===== src/hdl/ltp_pkg.sv =====
`timescale 1ns / 1ps
// ----------------------------------------------------------------------------
// ltp_pkg
// Shared types and constants for the lottery task picker.
// ----------------------------------------------------------------------------
package ltp_pkg;

	localparam int SLOTS_DEF   = 16;
	localparam int CEILING_DEF = 8;
	localparam int TICKETS_DEF = 1600;

	localparam int ID_W    = 10;
	localparam int PRIO_W  = 3;
	localparam int SLEEP_W = 16;
	localparam int SLOT_W  = 4;
	localparam int DRAW_W  = 11;

	// func codes of an input beat
	localparam logic FUNC_SCHED = 1'b0;
	localparam logic FUNC_WRITE = 1'b1;

	// one task slot as held in a cell
	typedef struct packed {
		logic               occ;
		logic               rdy;
		logic [PRIO_W-1:0]  prio;
		logic [SLEEP_W-1:0] sleep;
		logic [ID_W-1:0]    id;
	} slot_t;

	// ring control, common to every cell
	typedef struct packed {
		logic shift;
		logic dec;
	} ring_ctl_t;

endpackage


===== src/hdl/ltp_cell.sv =====
`timescale 1ns / 1ps
// ----------------------------------------------------------------------------
// ltp_cell
// One slot of the task ring: load, sleep countdown, shift to neighbor.
// ----------------------------------------------------------------------------
module ltp_cell #(
	parameter int CELL_IDX = 0
) (
	input  logic              clk,
	input  logic              arst_n,
	input  ltp_pkg::ring_ctl_t ctl,
	input  logic              wr_en,
	input  ltp_pkg::slot_t    wr_data,
	input  ltp_pkg::slot_t    nxt,
	output ltp_pkg::slot_t    cur
);

	ltp_pkg::slot_t slot_q;
	logic [ltp_pkg::SLEEP_W-1:0] sleep_dec;

	assign sleep_dec = slot_q.sleep - 1'b1;
	assign cur = slot_q;

	always_ff @(posedge clk or negedge arst_n) begin
		if (!arst_n) begin
			slot_q <= '0;
		end else begin
			priority if (wr_en) begin
				slot_q <= wr_data;
			end else if (ctl.shift) begin
				slot_q <= nxt;
			end else if (ctl.dec && CELL_IDX != 0 && slot_q.sleep != '0) begin
				slot_q.sleep <= sleep_dec;
				if (sleep_dec == '0)
					slot_q.rdy <= 1'b1;
			end
		end
	end

endmodule


===== src/hdl/ltp_div.sv =====
`timescale 1ns / 1ps
// ----------------------------------------------------------------------------
// ltp_div
// Restoring divider, one quotient bit per cycle.
// ----------------------------------------------------------------------------
module ltp_div #(
	parameter int NW = 27,
	parameter int DW = 17
) (
	input  logic          clk,
	input  logic          arst_n,
	input  logic          go,
	input  logic [NW-1:0] num,
	input  logic [DW-1:0] den,
	output logic          fin,
	output logic [NW-1:0] quo
);

	localparam int CW = $clog2(NW + 1);

	logic [DW-1:0] rem_q;
	logic [NW-1:0] quo_q;
	logic [CW-1:0] cnt_q;
	logic          run_q;
	logic          fin_q;
	logic [DW:0]   trial;
	logic          ge;

	assign trial = {rem_q, quo_q[NW-1]};
	assign ge    = trial >= {1'b0, den};
	assign fin   = fin_q;
	assign quo   = quo_q;

	always_ff @(posedge clk or negedge arst_n) begin
		if (!arst_n) begin
			run_q <= 1'b0;
			fin_q <= 1'b0;
			cnt_q <= '0;
		end else begin
			fin_q <= 1'b0;
			if (go) begin
				run_q <= 1'b1;
				cnt_q <= CW'(NW);
			end else if (run_q) begin
				cnt_q <= cnt_q - 1'b1;
				if (cnt_q == CW'(1)) begin
					run_q <= 1'b0;
					fin_q <= 1'b1;
				end
			end
		end
	end

	always_ff @(posedge clk) begin
		if (go) begin
			rem_q <= '0;
			quo_q <= num;
		end else if (run_q) begin
			rem_q <= ge ? DW'(trial - {1'b0, den}) : DW'(trial);
			quo_q <= {quo_q[NW-2:0], ge};
		end
	end

endmodule


===== src/hdl/lottery_task_picker_top.sv =====
`timescale 1ns / 1ps
// ----------------------------------------------------------------------------
// lottery_task_picker_top
// Lottery scheduler over a ring of task slot cells.
// ----------------------------------------------------------------------------
// A write beat (func=1) loads one slot and returns its echo on the next
// cycle. A schedule beat (func=0) keeps busy high while it counts the
// sleepers down, rotates the slot ring once to total the weights, then
// again while a bit-serial divider turns each weight, as a PW-bit product
// (19 bits at defaults), into tickets for the live slots up to and
// including the one the draw lands in (all live slots when it lands in
// none); with no live slot it ends after the first rotation. done marks
// the one-cycle result in the same cycle busy drops, which the receiver
// cannot stall.
module lottery_task_picker_top #(
	parameter int SLOTS        = ltp_pkg::SLOTS_DEF,
	parameter int PRIO_CEILING = ltp_pkg::CEILING_DEF,
	parameter int TICKETS      = ltp_pkg::TICKETS_DEF
) (
	input  logic                         clk,
	input  logic                         arst_n,
	input  logic                         start,
	output logic                         busy,
	input  logic                         func,
	input  logic [ltp_pkg::DRAW_W-1:0]   draw,
	input  logic [ltp_pkg::SLOT_W-1:0]   slot_index,
	input  logic [ltp_pkg::ID_W-1:0]     task_id,
	input  logic [ltp_pkg::PRIO_W-1:0]   task_priority,
	input  logic                         task_occupied,
	input  logic                         task_ready,
	input  logic [ltp_pkg::SLEEP_W-1:0]  task_sleep,
	output logic                         done,
	output logic [ltp_pkg::SLOT_W-1:0]   chosen_slot,
	output logic [ltp_pkg::ID_W-1:0]     chosen_id,
	output logic                         idle_fallback
);

	localparam int CW  = $clog2(PRIO_CEILING + 8);
	localparam int WW  = 2 * CW;
	localparam int TW  = WW + $clog2(SLOTS);
	localparam int QW  = $clog2(TICKETS + 1);
	localparam int PW  = WW + QW;
	localparam int FW  = (QW > ltp_pkg::DRAW_W) ? QW : ltp_pkg::DRAW_W;
	localparam int POSW = $clog2(SLOTS);
	localparam int SIW = (POSW > ltp_pkg::SLOT_W) ? POSW : ltp_pkg::SLOT_W;

	typedef enum logic [2:0] {ST_IDLE, ST_DEC, ST_SUM, ST_SCAN, ST_MUL, ST_DIV} state_t;

	state_t                      state_q;
	logic [POSW-1:0]             pos_q;
	logic [TW-1:0]               total_q;
	logic                        any_q;
	logic [FW-1:0]               filled_q;
	logic                        found_q;
	logic [ltp_pkg::DRAW_W-1:0]  draw_q;
	logic [POSW-1:0]             pick_q;
	logic [ltp_pkg::ID_W-1:0]    pick_id_q;
	logic [ltp_pkg::ID_W-1:0]    id0_q;
	logic [PW-1:0]               prod_q;
	logic                        done_q;
	logic [ltp_pkg::SLOT_W-1:0]  slot_q;
	logic [ltp_pkg::ID_W-1:0]    id_q;
	logic                        idle_q;

	ltp_pkg::slot_t    ring [SLOTS];
	ltp_pkg::slot_t    wr_data;
	ltp_pkg::ring_ctl_t ctl;
	logic              wr_go;
	logic              live0;
	logic              last_pos;
	logic [CW-1:0]     ceil_c;
	logic [CW-1:0]     prio_c;
	logic [CW-1:0]     mag;
	logic [WW-1:0]     weight;
	logic              div_fin;
	logic [PW-1:0]     div_quo;
	logic [FW-1:0]     filled_n;
	logic              scan_skip;

	assign wr_go   = start && !busy && func == ltp_pkg::FUNC_WRITE;
	assign wr_data = '{occ: task_occupied, rdy: task_ready, prio: task_priority,
		sleep: task_sleep, id: task_id};

	// cell 0 shows the slot numbered pos_q while the ring turns
	assign live0    = ring[0].occ && ring[0].rdy && pos_q != '0;
	assign last_pos = pos_q == POSW'(SLOTS - 1);
	assign ceil_c   = CW'(PRIO_CEILING);
	assign prio_c   = CW'(ring[0].prio);
	assign mag      = (ceil_c >= prio_c) ? ceil_c - prio_c : prio_c - ceil_c;
	assign weight   = WW'(mag * mag);
	assign filled_n = filled_q + ((total_q != '0) ? FW'(div_quo[QW-1:0]) : '0);
	assign scan_skip = !live0 || found_q;

	always_comb begin
		ctl.dec   = state_q == ST_DEC;
		ctl.shift = (state_q == ST_SUM) || (state_q == ST_SCAN && scan_skip)
			|| (state_q == ST_DIV && div_fin);
	end

	for (genvar i = 0; i < SLOTS; i++) begin : g_cell
		ltp_cell #(.CELL_IDX(i)) u_cell (
			.clk     (clk),
			.arst_n  (arst_n),
			.ctl     (ctl),
			.wr_en   (wr_go && SIW'(slot_index) == SIW'(i)),
			.wr_data (wr_data),
			.nxt     (ring[(i + 1) % SLOTS]),
			.cur     (ring[i])
		);
	end

	ltp_div #(.NW(PW), .DW(TW)) u_div (
		.clk    (clk),
		.arst_n (arst_n),
		.go     (state_q == ST_MUL),
		.num    (prod_q),
		.den    (total_q),
		.fin    (div_fin),
		.quo    (div_quo)
	);

	always_ff @(posedge clk or negedge arst_n) begin
		if (!arst_n) begin
			state_q <= ST_IDLE;
			done_q  <= 1'b0;
			pos_q   <= '0;
			any_q   <= 1'b0;
			found_q <= 1'b0;
		end else begin
			done_q <= 1'b0;
			unique case (state_q)
				ST_IDLE: begin
					if (start) begin
						if (func == ltp_pkg::FUNC_WRITE) begin
							done_q <= 1'b1;
							slot_q <= slot_index;
							id_q   <= task_id;
							idle_q <= 1'b0;
						end else begin
							draw_q  <= draw;
							state_q <= ST_DEC;
						end
					end
				end
				ST_DEC: begin
					pos_q   <= '0;
					total_q <= '0;
					any_q   <= 1'b0;
					state_q <= ST_SUM;
				end
				ST_SUM: begin
					if (pos_q == '0)
						id0_q <= ring[0].id;
					if (live0) begin
						any_q   <= 1'b1;
						total_q <= total_q + TW'(weight);
					end
					if (last_pos) begin
						pos_q    <= '0;
						filled_q <= '0;
						found_q  <= 1'b0;
						pick_q   <= '0;
						if (!any_q && !live0) begin
							done_q  <= 1'b1;
							slot_q  <= '0;
							id_q    <= id0_q;
							idle_q  <= 1'b1;
							state_q <= ST_IDLE;
						end else begin
							state_q <= ST_SCAN;
						end
					end else begin
						pos_q <= pos_q + 1'b1;
					end
				end
				ST_SCAN: begin
					if (!scan_skip) begin
						prod_q  <= PW'(weight) * PW'(TICKETS);
						state_q <= ST_MUL;
					end else if (last_pos) begin
						done_q  <= 1'b1;
						slot_q  <= ltp_pkg::SLOT_W'(pick_q);
						id_q    <= pick_id_q;
						idle_q  <= 1'b0;
						state_q <= ST_IDLE;
					end else begin
						pos_q <= pos_q + 1'b1;
					end
				end
				ST_MUL: begin
					state_q <= ST_DIV;
				end
				ST_DIV: begin
					if (div_fin) begin
						filled_q <= filled_n;
						found_q  <= FW'(draw_q) < filled_n;
						if (last_pos) begin
							done_q  <= 1'b1;
							slot_q  <= ltp_pkg::SLOT_W'(pos_q);
							id_q    <= ring[0].id;
							idle_q  <= 1'b0;
							state_q <= ST_IDLE;
						end else begin
							pick_q    <= pos_q;
							pick_id_q <= ring[0].id;
							pos_q     <= pos_q + 1'b1;
							state_q   <= ST_SCAN;
						end
					end
				end
				default: state_q <= ST_IDLE;
			endcase
		end
	end

	assign busy          = state_q != ST_IDLE;
	assign done          = done_q;
	assign chosen_slot   = slot_q;
	assign chosen_id     = id_q;
	assign idle_fallback = idle_q;

	a_done_idle: assert property (@(posedge clk) disable iff (!arst_n)
		done |-> !busy)
		else $error("result beat while step still running");

	a_fallback_slot0: assert property (@(posedge clk) disable iff (!arst_n)
		done && idle_fallback |-> chosen_slot == '0)
		else $error("idle fallback with nonzero slot");

	a_sched_busy: assert property (@(posedge clk) disable iff (!arst_n)
		start && !busy && func == ltp_pkg::FUNC_SCHED |=> busy && !done)
		else $error("schedule beat did not start a step");

endmodule


===== config.mk =====
export PLATFORM = sky130hd
export DESIGN_NAME = lottery_task_picker_top
export DESIGN_NICKNAME = d
export VERILOG_FILES = /design/src/hdl/ltp_pkg.sv /design/src/hdl/ltp_cell.sv /design/src/hdl/ltp_div.sv /design/src/hdl/lottery_task_picker_top.sv
export SDC_FILE = /design/constraint.sdc
export NUM_CORES = 2
export LEC_CHECK = 0
export BUFFER_PORTS_ARGS = -buffer_cell sky130_fd_sc_hd__buf_4
export CORE_ASPECT_RATIO = 2
export CORE_MARGIN = 1.5
export CORE_UTILIZATION = 25
export CTS_CLUSTER_SIZE = 12
export DETAILED_ROUTE_END_ITERATION = 10
export PLACE_DENSITY_LB_ADDON = 0.1
export SLEW_MARGIN = 20
export SYNTH_ARGS = -nofsm -noshare
export SYNTH_HDL_FRONTEND = slang
export SYNTH_SLANG_ARGS = --single-unit

===== constraint.sdc =====
create_clock -name clk -period 8.9 [get_ports clk]
set_input_delay 1.335 -clock clk [delete_from_list [all_inputs] [get_ports clk]]
set_output_delay 1.335 -clock clk [all_outputs]
set_load 0.005 [all_outputs]

==> metrics.md <==
| Metric | Value |
|---|---|
| Status | `complete, no violations` |
| Post-CTS setup buffer count | `0` |
| Final HPWL DP | `approximately 110,000 µm` |
| Worst vdd ir | `between 0.15 and 0.2 mV` |
| WL per Instance | `roughly 24 µm` |
| Switching Share | `45.9%` |
| Drt drc | `0` |
| Vias | `around 33,000` |
| Clock Sink Count | `629` |
| DRT Pass-1 Iters | `5` |
| Simple-Gate Fraction of Synth Area | `approximately a fifth` |
| Placement Rows | `204` |
| Drt initial violations | `approximately 1,900` |
| Post-synthesis xor/xnor area fraction | `~5.6%` |
| Clock transition at path regs | `about 0.07 ns` |
| Die W | `between 200 and 300 µm` |
| Setup ws final | `4.37 ns` |
| Clock power frac | `19.4%` |
| Setup crit start | `g_cell[0].u_cell.cur[26]` |
| DP Cell Count | `~6,400` |
| Synth Area per Inst | `approximately 8.4 µm²` |
| Gr ovfl total | `0` |
| Hold Path Depth | `2` |
| P_int | `8930 µW` |
| Main combinational cell family by area after synthesis | `simple AND/OR/NAND/NOR gates` |
| Die Ht | `~560 µm` |
| Largest net degree at the start of global routing | `150` |
| CP endpoint | `prod_q[18]` |
| Reg-to-Reg Start | `g_cell[0].u_cell.cur[26]` |
| Fraction of the mapped netlist area in adder cells | `under 10%` |
| Critical Path Start Type | `flop` |
| Cell Area, Synth | `around 39,000 µm²` |
| Nets | `roughly 4,600` |
| Non-Filler Instances | `about 6,500` |
| Synth Instances | `~4,600` |
| Most common cell after layout, fill and taps aside | `nor2_1` |
| Hold buffer count at cts | `0` |
| All-Layer GR Usage | `between 20 and 25%` |
| Hold_sp | `u_div.rem_q[2]` |
| Crit Path Max Fanout | `9` |
| Vias in the first global route | `approximately 34,000` |
| Post-cts sizing count | `0` |
| EDFF count, synth | `104` |
| Top cells by area, synth | `dfrtp_1 (33%), edfxtp_1 (8.0%), a21oi_1 (6.9%)` |
| Max Cap Violations | `0` |
| HP Class | `flop to flop` |
| Mapped Nets | `4,775` |
| Power per cell area | `roughly 380 nW/µm²` |
| Dpl ws | `approximately 4 ns` |
| Synth Flop Type | `dfrtp_1` |
| Slack of the worst reg-to-reg path | `roughly 4.4 ns` |
| Crit path time final | `4.53 ns` |
| Leak Pwr | `0.0165 µW` |
| Combinational share of power | `between 40% and 50%` |
| Starting Density | `25.2%` |
| Vias/cell | `5.08` |
| Global-route wire length before repair | `between 200,000 and 250,000 µm` |
| CTS tree | `yes` |
| Clock root cell | `clkbuf_16` |
| Critical Path AT | `between 4 and 5 ns` |
| Critical Path RT | `roughly 9.3 ns` |
| Yosys top cell area share | `roughly a third` |
| Detailed-route wire length | `160,000 µm` |
| # IOs | `between 60 and 70` |
| Count of final setup violators | `0` |
| Endpoint class of the critical path | `flop` |
| H-tree depth | `3` |
| Setup Total Neg Slack | `0 ns` |
| Yosys reg bits | `~630` |
| Hold Vio Cnt, Final | `0` |
| Psw | `approximately 7600 µW` |
| TritonCTS buffer count | `between 70 and 80` |
| Commonest cells after routing, fill and taps aside | `nor2_1 (627), nand2_1 (563), a21oi_1 (533)` |
| Yosys warnings | `0` |
| Setup CP Type | `flop to flop` |
| Share of layout cells above drive strength 1 | `around 7.5%` |
| Initial antenna violation count | `2` |
| Fmax achieved | `about 220 MHz` |
| Leading area contributor after synthesis | `dfrtp_1` |
| Tcrit/Tclk final | `50.9%` |
| RSZ-0062 raised after global routing | `false` |
| Synthesis-to-layout area growth | `11.7%` |
| Worst Clk Skew | `~0.038 ns` |
| Antenna Violating Nets Remaining | `0` |
| Number of port buffers | `between 60 and 70` |
| Clk_lat worst skew | `slightly below 0.7 ns` |
| Slew Viols, Final | `0` |
| Die Area | `158,000 µm²` |
| R2R cell count | `16` |
| Mux share of post-synthesis cell area | `around 4.0%` |
| Reg-to-reg critical path endpoint | `prod_q[18]` |
| Seq/Total Area, Yosys | `41.7%` |
| Flop pwr share | `33.9%` |
| Core area | `around 150,000 µm²` |
| Async SR Flop Fraction | `between 80 and 90%` |
| Compound-cell area share of the yosys netlist | `19.7%` |
| Relative slew margins | `a little over a quarter` |
| Synth cell types | `99` |
| GPL Wtd Cong | `approximately 0.86` |
| Worst slew pin tran | `~1.1 ns` |
| Max clock buf depth | `3` |
==> final cells by class <==
| class | count | area, µm² |
|---|---|---|
| fillers | 16565 | 111000 |
| inverters | 92 | 345 |
| clock inverters | 28 | 397 |
| multi-input cells | 3503 | 20800 |
| repair buffers | 125 | 1010 |
| flip-flops and latches | 629 | 16200 |
| clock buffers | 100 | 2050 |
| well taps | 2060 | 2580 |
| diodes | 1 | 2.50 |
==> flip-flops by register name, indices dropped and copies added (netlist names), 3 cells and up <==
signal             cells
prod_q                12
pos_q                  4
pick_q                 4
state_q                3
g_cell.u_cell.cur    496
u_div.cnt_q            5
chosen_id             10
draw_q                11
u_div.rem_q           12
filled_q              11
total_q               12
pick_id_q             10
id0_q                 10
chosen_slot            4
u_div.quo             19
==> power groups by stage <==
| stage | registers, µW | logic [µW] | clock network [µW] |
|---|---|---|---|
| 3_3_place_gp | 5660 | 7750 | 0 |
| 2_1_floorplan | 4780 | 6170 | 0 |
| 5_1_grt | 5760 | 8670 | 3410 |
| 4_1_cts | 5620 | 7830 | 3330 |
| 6_report | 5600 | 7710 | 3210 |
| 3_5_place_dp | 5660 | 7800 | 0 |
==> per-layer routing <==
metal  GRT usage, %  share of wire, %
met4           9.40               4.9
met3           1.94               2.6
met2           38.8                55
met1           21.6                37
met5              0                 0
==> synth_stat cells (9+ instances only) <==
cell / n
a211oi_1: 102
a31oi_1: 83
a221o_1: 9
dfxtp_1: 12
inv_1: 91
nand3b_1: 14
clkbuf_1: 272
nand2_1: 567
dfrtp_1: 513
a21oi_1: 533
and3_1: 11
nand2b_1: 24
nand4_1: 30
and2_1: 30
or2_2: 10
nand3_1: 69
nand4b_1: 9
nor2b_1: 22
nor4_1: 54
xor2_1: 66
nor4b_1: 12
o22ai_1: 22
buf_2: 85
ha_1: 102
xnor2_1: 183
nor3b_1: 21
o211ai_1: 63
or3_1: 46
nor3_1: 101
a21o_1: 9
mux2i_1: 153
nor2_1: 641
o31ai_1: 22
edfxtp_1: 104
a22oi_1: 104
or4_1: 13
o21ai_0: 218
buf_1: 29
==> critical path, stage by stage (launching register included) <==
cell     delay [ns]
dfrtp_1        0.63
inv_1          0.20
ha_1           0.25
xnor2_1        0.16
nor2b_1        0.17
ha_1           0.31
a31oi_1        0.22
nor2b_1        0.08
o311a_1        0.43
ha_1           0.31
ha_1           0.28
ha_1           0.28
ha_1           0.32
or3_1          0.35
o21ai_0        0.08
a21oi_1        0.07
xnor2_1        0.12
==> stage by stage <==
| step | hold WS (ns) | area (µm²) | total power, µW | utilization [%] |
|---|---|---|---|---|
| floorplan | 0.441 | 38900 | 11000 | - |
| global placement | 0.457 | 40900 | 13400 | 26.5 |
| detailed placement | 0.464 | 40900 | 13500 | 26.5 |
| CTS | 0.454 | 43400 | 16800 | 28.1 |
| global route | 0.489 | 43400 | 17800 | 28.1 |
| finish | 0.467 | 43400 | 16500 | 28.1 |
==> worst min path at each step <==
stage                          endpoint  slack (ns)
2_1_floorplan  g_cell[0].u_cell.cur[25]        0.44
3_3_place_gp   g_cell[0].u_cell.cur[24]        0.46
3_5_place_dp    g_cell[4].u_cell.cur[1]        0.46
4_1_cts                  u_div.rem_q[3]        0.45
5_1_grt        g_cell[12].u_cell.cur[5]        0.49
6_report                 u_div.rem_q[3]        0.47
==> cell families after synthesis <==
group,after synthesis
XOR/XNOR,249
AND/OR/NAND/NOR,1730
other,1
buffers and inverters,488
AO/OA/AOI/OAI,1264
multiplexers,154
flip-flops,629
adder cells (fa/ha/maj),105
(Power assumes the default switching activity.)
